<file path="src/rtl/sdo_wrs_pkg.sv">
// Shared types, codes and field widths for the SDO write retry sequencer.
`default_nettype none

package sdo_wrs_pkg;

  // Stream payload widths, padded to whole bytes
  localparam int IN_TDATA_W  = 104;
  localparam int OUT_TDATA_W = 72;

  // Configuration port
  localparam int CFG_IDX_W  = 3;
  localparam int CFG_DATA_W = 32;

  typedef logic [CFG_IDX_W-1:0] cfg_idx_t;

  localparam cfg_idx_t REG_TIMEOUT_TICKS    = 3'd0;
  localparam cfg_idx_t REG_MAX_RETRIES      = 3'd1;
  localparam cfg_idx_t REG_REQUEST_INDEX    = 3'd2;
  localparam cfg_idx_t REG_REQUEST_SUBINDEX = 3'd3;
  localparam cfg_idx_t REG_REQUEST_DATA     = 3'd4;

  // Register reset values
  localparam logic [15:0] RST_TIMEOUT_TICKS    = 16'd100;
  localparam logic [3:0]  RST_MAX_RETRIES      = 4'd2;
  localparam logic [15:0] RST_REQUEST_INDEX    = 16'h6200;
  localparam logic [7:0]  RST_REQUEST_SUBINDEX = 8'h00;
  localparam logic [31:0] RST_REQUEST_DATA     = 32'h0000_0032;

  // SDO command bytes
  localparam logic [7:0] CMD_WRITE_4   = 8'h2B;
  localparam logic [7:0] CMD_ANSWER_OK = 8'h60;

  localparam logic [15:0] TIMER_MAX = 16'hFFFF;

  // Phase codes as reported on the result stream
  localparam logic [2:0] PH_CODE_WAIT   = 3'd0;
  localparam logic [2:0] PH_CODE_SEND   = 3'd1;
  localparam logic [2:0] PH_CODE_AWAIT  = 3'd2;
  localparam logic [2:0] PH_CODE_DONE   = 3'd3;
  localparam logic [2:0] PH_CODE_FAILED = 3'd4;

  typedef enum logic [4:0] {
    PH_WAIT   = 5'b00001,
    PH_SEND   = 5'b00010,
    PH_AWAIT  = 5'b00100,
    PH_DONE   = 5'b01000,
    PH_FAILED = 5'b10000
  } phase_t;

  function automatic logic [2:0] phase_code(input phase_t ph);
    logic [2:0] code;
    case (ph)
      PH_WAIT:   code = PH_CODE_WAIT;
      PH_SEND:   code = PH_CODE_SEND;
      PH_AWAIT:  code = PH_CODE_AWAIT;
      PH_DONE:   code = PH_CODE_DONE;
      PH_FAILED: code = PH_CODE_FAILED;
      default:   code = PH_CODE_WAIT;
    endcase
    return code;
  endfunction

endpackage

`default_nettype wire

</file>
<file path="src/rtl/sdo_write_retry_sequencer_core.sv">
// Top level of the SDO write retry sequencer: tick processing and result register.
`default_nettype none

// One input transfer is one task tick and yields exactly one result transfer.
// The tick is evaluated combinationally between the sequencer state registers
// and the result register, so the block takes one tick per clock cycle while
// the result side is not stalling, with the result valid in the cycle after
// the input transfer, and a new tick is taken in the same cycle the pending result
// is taken. The sequencer waits until the data frame count changes, sends one
// expedited write request (command 0x2B), then waits for a 0x60 answer carrying
// the configured index and subindex under a one-shot timeout. Each timeout
// resends until max_retries resends were made; the next timeout enters the failed
// phase. In done and failed, a data timeout returns to waiting. The retry count
// is kept across a failure. Configuration writes are always taken (cfg_ready
// is tied high) and must only be issued while the block is idle.
module sdo_write_retry_sequencer_core (
  input  wire logic                                clk,
  input  wire logic                                rst_n,
  // Input ticks
  input  wire logic                                in_tvalid,
  output logic                                     in_tready,
  // tdata, low bit up: data_rx_count[31:0], data_timeout[32],
  // answer_rx_count[64:33], answer_command[72:65], answer_index[88:73],
  // answer_subindex[96:89], zero pad[103:97]
  input  wire logic [sdo_wrs_pkg::IN_TDATA_W-1:0]  in_tdata,
  // Results
  output logic                                     out_tvalid,
  input  wire logic                                out_tready,
  // tdata, low bit up: send_request[0], request_command[8:1],
  // out_index[24:9], out_subindex[32:25], out_data[64:33], sdo_failed[65],
  // phase_now[68:66], zero pad[71:69]
  output logic [sdo_wrs_pkg::OUT_TDATA_W-1:0]      out_tdata,
  // Configuration writes
  input  wire logic                                cfg_valid,
  output logic                                     cfg_ready,
  input  wire logic [sdo_wrs_pkg::CFG_IDX_W-1:0]   cfg_index,
  input  wire logic [sdo_wrs_pkg::CFG_DATA_W-1:0]  cfg_data
);

  import sdo_wrs_pkg::*;

  // Unpack the input tick
  logic [31:0] data_rx_count;
  logic        data_timeout;
  logic [31:0] answer_rx_count;
  logic [7:0]  answer_command;
  logic [15:0] answer_index;
  logic [7:0]  answer_subindex;

  assign data_rx_count   = in_tdata[31:0];
  assign data_timeout    = in_tdata[32];
  assign answer_rx_count = in_tdata[64:33];
  assign answer_command  = in_tdata[72:65];
  assign answer_index    = in_tdata[88:73];
  assign answer_subindex = in_tdata[96:89];

  // Configuration registers
  logic [15:0] timeout_ticks_r;
  logic [3:0]  max_retries_r;
  logic [15:0] request_index_r;
  logic [7:0]  request_subindex_r;
  logic [31:0] request_data_r;

  assign cfg_ready = 1'b1;

  always_ff @(posedge clk) begin
    if (!rst_n) begin
      timeout_ticks_r    <= RST_TIMEOUT_TICKS;
      max_retries_r      <= RST_MAX_RETRIES;
      request_index_r    <= RST_REQUEST_INDEX;
      request_subindex_r <= RST_REQUEST_SUBINDEX;
      request_data_r     <= RST_REQUEST_DATA;
    end else if (cfg_valid && cfg_ready) begin
      case (cfg_index)
        REG_TIMEOUT_TICKS:    timeout_ticks_r    <= cfg_data[15:0];
        REG_MAX_RETRIES:      max_retries_r      <= cfg_data[3:0];
        REG_REQUEST_INDEX:    request_index_r    <= cfg_data[15:0];
        REG_REQUEST_SUBINDEX: request_subindex_r <= cfg_data[7:0];
        REG_REQUEST_DATA:     request_data_r     <= cfg_data;
        default: ;  // drop writes beyond the register list
      endcase
    end
  end

  // Sequencer state
  phase_t      phase_r, phase_nxt;
  logic [3:0]  retry_count_r, retry_count_nxt;
  logic [15:0] timer_value_r, timer_value_nxt;
  logic        timer_running_r, timer_running_nxt;
  logic [31:0] last_data_count_r;
  logic [31:0] last_answer_count_r;

  // Result register
  logic                   out_tvalid_r;
  logic [OUT_TDATA_W-1:0] out_tdata_r, out_tdata_nxt;

  logic in_xfer;
  logic send;
  logic failed;
  logic timer_event;
  logic answer_match;

  // Take a tick whenever the result register is free or being emptied
  assign in_tready = !out_tvalid_r || out_tready;
  assign in_xfer   = in_tvalid && in_tready;

  // A fresh answer with the OK command for our object
  assign answer_match = (answer_rx_count != last_answer_count_r) &&
                        (answer_command == CMD_ANSWER_OK) &&
                        (answer_index == request_index_r) &&
                        (answer_subindex == request_subindex_r);

  always_comb begin
    phase_nxt         = phase_r;
    retry_count_nxt   = retry_count_r;
    timer_value_nxt   = timer_value_r;
    timer_running_nxt = timer_running_r;
    timer_event       = 1'b0;
    send              = 1'b0;
    failed            = 1'b0;

    // Advance the one-shot timer ahead of the phase logic
    if (timer_running_r) begin
      if (timer_value_r != TIMER_MAX) begin
        timer_value_nxt = timer_value_r + 16'd1;
      end
      if (timer_value_nxt >= timeout_ticks_r) begin
        timer_running_nxt = 1'b0;
        timer_event       = 1'b1;
      end
    end

    case (phase_r)
      PH_WAIT: begin
        if (data_rx_count != last_data_count_r) phase_nxt = PH_SEND;
      end
      PH_SEND: begin
        send      = 1'b1;
        phase_nxt = PH_AWAIT;
      end
      PH_AWAIT: begin
        // Arm the timer when idle and not firing this tick
        if (!timer_running_nxt && !timer_event) begin
          timer_running_nxt = 1'b1;
          timer_value_nxt   = 16'd0;
        end
        if (timer_event) begin
          if (retry_count_r >= max_retries_r) begin
            phase_nxt = PH_FAILED;
          end else begin
            phase_nxt       = PH_SEND;
            retry_count_nxt = retry_count_r + 4'd1;
          end
        end
        // A matching answer overrides the timeout decision
        if (answer_match) begin
          timer_running_nxt = 1'b0;
          timer_value_nxt   = 16'd0;
          retry_count_nxt   = 4'd0;
          phase_nxt         = PH_DONE;
        end
      end
      PH_DONE: begin
        if (data_timeout) phase_nxt = PH_WAIT;
      end
      PH_FAILED: begin
        failed = 1'b1;
        if (data_timeout) phase_nxt = PH_WAIT;
      end
      default: ;  // hold
    endcase

    out_tdata_nxt        = '0;
    out_tdata_nxt[0]     = send;
    out_tdata_nxt[8:1]   = CMD_WRITE_4;
    out_tdata_nxt[24:9]  = send ? request_index_r : 16'd0;
    out_tdata_nxt[32:25] = send ? request_subindex_r : 8'd0;
    out_tdata_nxt[64:33] = send ? request_data_r : 32'd0;
    out_tdata_nxt[65]    = failed;
    out_tdata_nxt[68:66] = phase_code(phase_nxt);
  end

  always_ff @(posedge clk) begin
    if (!rst_n) begin
      phase_r             <= PH_WAIT;
      retry_count_r       <= 4'd0;
      timer_value_r       <= 16'd0;
      timer_running_r     <= 1'b0;
      last_data_count_r   <= 32'd0;
      last_answer_count_r <= 32'd0;
      out_tvalid_r        <= 1'b0;
    end else begin
      if (in_xfer) begin
        phase_r             <= phase_nxt;
        retry_count_r       <= retry_count_nxt;
        timer_value_r       <= timer_value_nxt;
        timer_running_r     <= timer_running_nxt;
        last_data_count_r   <= data_rx_count;
        last_answer_count_r <= answer_rx_count;
        out_tvalid_r        <= 1'b1;
      end else if (out_tready) begin
        out_tvalid_r <= 1'b0;
      end
    end
  end

  // Payload register: load on every accepted tick, hold otherwise
  always_ff @(posedge clk) begin
    if (in_xfer) out_tdata_r <= out_tdata_nxt;
  end

  assign out_tvalid = out_tvalid_r;
  assign out_tdata  = out_tdata_r;

`ifndef NO_ASSERTIONS
  // Phase register stays one-hot
  a_phase_onehot: assert property (@(posedge clk) disable iff (!rst_n)
    $onehot(phase_r))
    else $error("phase register is not one-hot");

  // The answer timer only runs while awaiting the answer
  a_timer_in_await: assert property (@(posedge clk) disable iff (!rst_n)
    timer_running_r |-> (phase_r == PH_AWAIT))
    else $error("timer running outside the await phase");

  // A sent request always leaves the block awaiting the answer
  a_send_awaits: assert property (@(posedge clk) disable iff (!rst_n)
    (out_tvalid_r && out_tdata_r[0]) |-> (out_tdata_r[68:66] == PH_CODE_AWAIT))
    else $error("request sent without entering the await phase");

  // Every accepted tick leaves a result pending
  a_result_follows: assert property (@(posedge clk) disable iff (!rst_n)
    in_xfer |=> out_tvalid_r)
    else $error("accepted tick produced no result");
`endif

endmodule

`default_nettype wire

</file>
<file path="config.mk">
export PLATFORM = sky130hd
export DESIGN_NAME = sdo_write_retry_sequencer_core
export DESIGN_NICKNAME = d
export VERILOG_FILES = /design/src/rtl/sdo_wrs_pkg.sv /design/src/rtl/sdo_write_retry_sequencer_core.sv
export SDC_FILE = /design/constraint.sdc
export NUM_CORES = 1
export LEC_CHECK = 0
export ABC_AREA = 0
export BUFFER_PORTS_ARGS = -buffer_cell sky130_fd_sc_hd__buf_2
export CORE_MARGIN = 4
export CORE_UTILIZATION = 40
export CTS_CLUSTER_SIZE = 20
export DETAILED_ROUTE_END_ITERATION = 10
export PLACE_DENSITY = 0.65
export SLEW_MARGIN = 40
export SYNTH_ARGS = -nofsm -noshare
export SYNTH_HDL_FRONTEND = slang
export SYNTH_SLANG_ARGS = --single-unit
</file>
<file path="constraint.sdc">
create_clock -name clk -period 9.05 [get_ports clk]
set_input_delay 1.81 -clock clk [delete_from_list [all_inputs] [get_ports clk]]
set_output_delay 1.81 -clock clk [all_outputs]
set_load 0.01 [all_outputs]
</file>
==> impl_metrics.ini <==
[yosys]
synth.ff_latch_count = 228
yosysTopAreaCellShare_pct = 32.4
synth_seq_area_share_pct = 50.2
ys_top_cells_by_area = dfxtp_1, edfxtp_1, nand2_1, a21oi_1, xnor2_1
synth_ff_type = dfxtp_1
avgSynthCellArea_um2 = 8.87
async_reset_ff_share_pct = 0
synth_cell_types = 64
yosysTopAreaCell = dfxtp_1
netlist_instances = 1162
syn_area_mm2 = 0.0103
synth_warnings = 0
synth_edf_count = 61

[clock_network]
postCtsSetupRepairBufs = 0
clock_latency_ns = 0.51
cts.reportedPaths.clkPinSlew_ns = 0.06
hold_buffers = 0
clockBufferDepth = 3
cts_root_buffer = clkbuf_16
clock_sinks = 228
htreeDepth = 1
cts_resized = 0
cts_buffers = 24
cts_tree = yes

[worst_setup_path]
startpoint = timer_value_r[3]
crit_type = flop to flop
cp_max_fo = 9
cp.arrival_ns = 4.51
required_ns = 9.30
r2r_start = timer_value_r[3]
startpoint_type = flop
worstSetupEndpointType = flop

[finish]
final_cell_mix = nand2_1, buf_2, dfxtp_1
final_core_util_pct = 48.5
drive_gt1_share_pct = 19.4
final_nets = 1496
layout_commonest_cell = nand2_1
area_growth_pct = 18.9

[global_routing]
grt_pass1_wl_um = 39900
first_global_vias = 7902
grt_max_degree = 91
grt-ovfl-total = 0
track_usage_pct = 16.8
antenna_found_initial = 3

[sta]
fin_crit_sh_pct = 47.0
hold_viol = 0
setup_viol = 0
worst_pin_slew_ns = 0.724
rsz0062_at_grt = no
period_minus_slack_ns = 4.26
finalClockSkew_ns = 0.0101
slew_violations = 0
setup_tns_ns = 0
worst_slew_margin_rel_pct = 51.7
timing.fmax_ghz = 0.235

[detailed_routing]
dr_wl_met3_um = 1260
antenna_left = 0
drt-met1-wl_um = 10700
vias = 8330
drt-pass1-iter-count = 7
vias_per_cell = 4.96
routed_wl_um = 24800
dr.first_iter.drc_count = 720
drc = 0
post_drt_wl_per_cell_um = 14.8
wl_met2_um = 12300
top_layer_used = met4

[placed_design]
gp_congestion = 0.812
dp_hpwl_um = 17100
port_buffers = 199

[run_status]
status = completed

[pwr]
p_leak_nw = 4.86
ir_drop_mv = 0.113
power_density_mw_per_mm2 = 183

[floorplan]
num_rows = 58
die_y_um = 169
die_area_mm2 = 0.0284
ios = 219
core_area_mm2 = 0.0253
start_util_pct = 40.8
die_w_um = 169

[job]
drv_cap = 0

[worst_hold_path]
hold_path.class = flop to flop
hold_start = request_data_r[11]
-- synthesized netlist by cell type, types with 4 or more instances --
cell type	n
nand2_1	295
dfxtp_1	167
a21oi_1	151
xnor2_1	68
edfxtp_1	61
and2_1	60
clkbuf_1	50
nor2_1	36
xor2_1	31
inv_1	29
ha_1	22
nand4_1	21
nand3_1	20
a22oi_1	15
buf_4	13
o21ai_0	12
nor4_1	10
and3_1	9
buf_1	6
nor2b_1	6
o211ai_1	6
buf_2	5
nand2b_1	5
a31oi_1	4
nor3_1	4
-- where the power goes --
part	internal, mW	switching (mW)
sequential	1.09	0.0198
clock	0.540	0.392
combinational	0.0823	0.119
total	1.71	0.531
-- layout make-up --
class	instances	area, um2
Timing Repair Buffer	206	1060
Multi-Input combinational cell	840	4740
Antenna cell	3	7.51
Tap cell	330	413
Fill cell	2421	13000
Clock inverter	6	31.3
Inverter	30	118
Sequential cell	228	5170
Clock buffer	38	714
-- routing by layer --
metal / up-vias / global-route usage, %
li1: 4233 / -
met1: 3872 / 22.0
met2: 185 / 29.3
met3: 40 / 2.29
met4: 0 / 4.62
met5: - / 0
-- state kept, by name, summed over array words and instances, names as in the netlist, 5 cells and up --
| signal | flops |
|---|---|
| timeout_ticks_r | 16 |
| out_tdata | 61 |
| timer_value_r | 16 |
| request_data_r | 32 |
| phase_r | 5 |
| last_answer_count_r | 32 |
| request_index_r | 16 |
| last_data_count_r | 32 |
| request_subindex_r | 8 |
-- logic make-up (layout without fill, tap and decap cells) --
| group | count (synthesis) | in the layout | share of synthesized area, % |
|---|---|---|---|
| flip-flops | 228 | 228 | 50.2 |
| AND/OR/NAND/NOR | 488 | 488 | 21.8 |
| AO/OA/AOI/OAI | 214 | 214 | 12.0 |
| buffers and inverters | 104 | 280 | 4.32 |
| XOR/XNOR | 99 | 99 | 8.41 |
| adder cells (fa/ha/maj) | 22 | 22 | 2.67 |
| other | 2 | 15 | 0.0729 |
| multiplexers | 5 | 5 | 0.510 |
-- worst max-delay path: stages, from the launching register on --
cell,delay (ns)
dfxtp_1,0.49
and4_1,0.31
nand4_1,0.17
or2_2,0.34
nor3_1,0.18
mux2_2,0.40
ha_1,0.32
nand4_1,0.13
nor3_2,0.25
a32oi_1,0.14
a31oi_2,0.41
nor4bb_1,0.55
a211o_1,0.23
a211oi_2,0.07
-- final timing paths --
| check | endpoint | slack (ns) | cells after the start |
|---|---|---|---|
| setup / recovery | out_tdata[67] | 4.79 | 13 |
| hold / removal | request_data_r[11] | 0.45 | 2 |
| setup reg to reg | out_tdata[67] | 4.79 | 13 |
| hold reg to reg | request_data_r[11] | 0.45 | 2 |
-- stage by stage --
stage	cell area [um2]	hold slack (ns)	worst slack (ns)	std cells	power (mW)
CTS	12200	0.450	4.83	1678	2.27
finish	12300	0.450	4.79	1681	2.24
detailed placement	11500	0.443	4.57	1634	1.33
global route	12300	0.466	4.48	1681	2.33
floorplan	10300	0.432	4.51	1172	1.25
global placement	11500	0.438	4.67	1634	1.33
(Power assumes the default switching activity.)
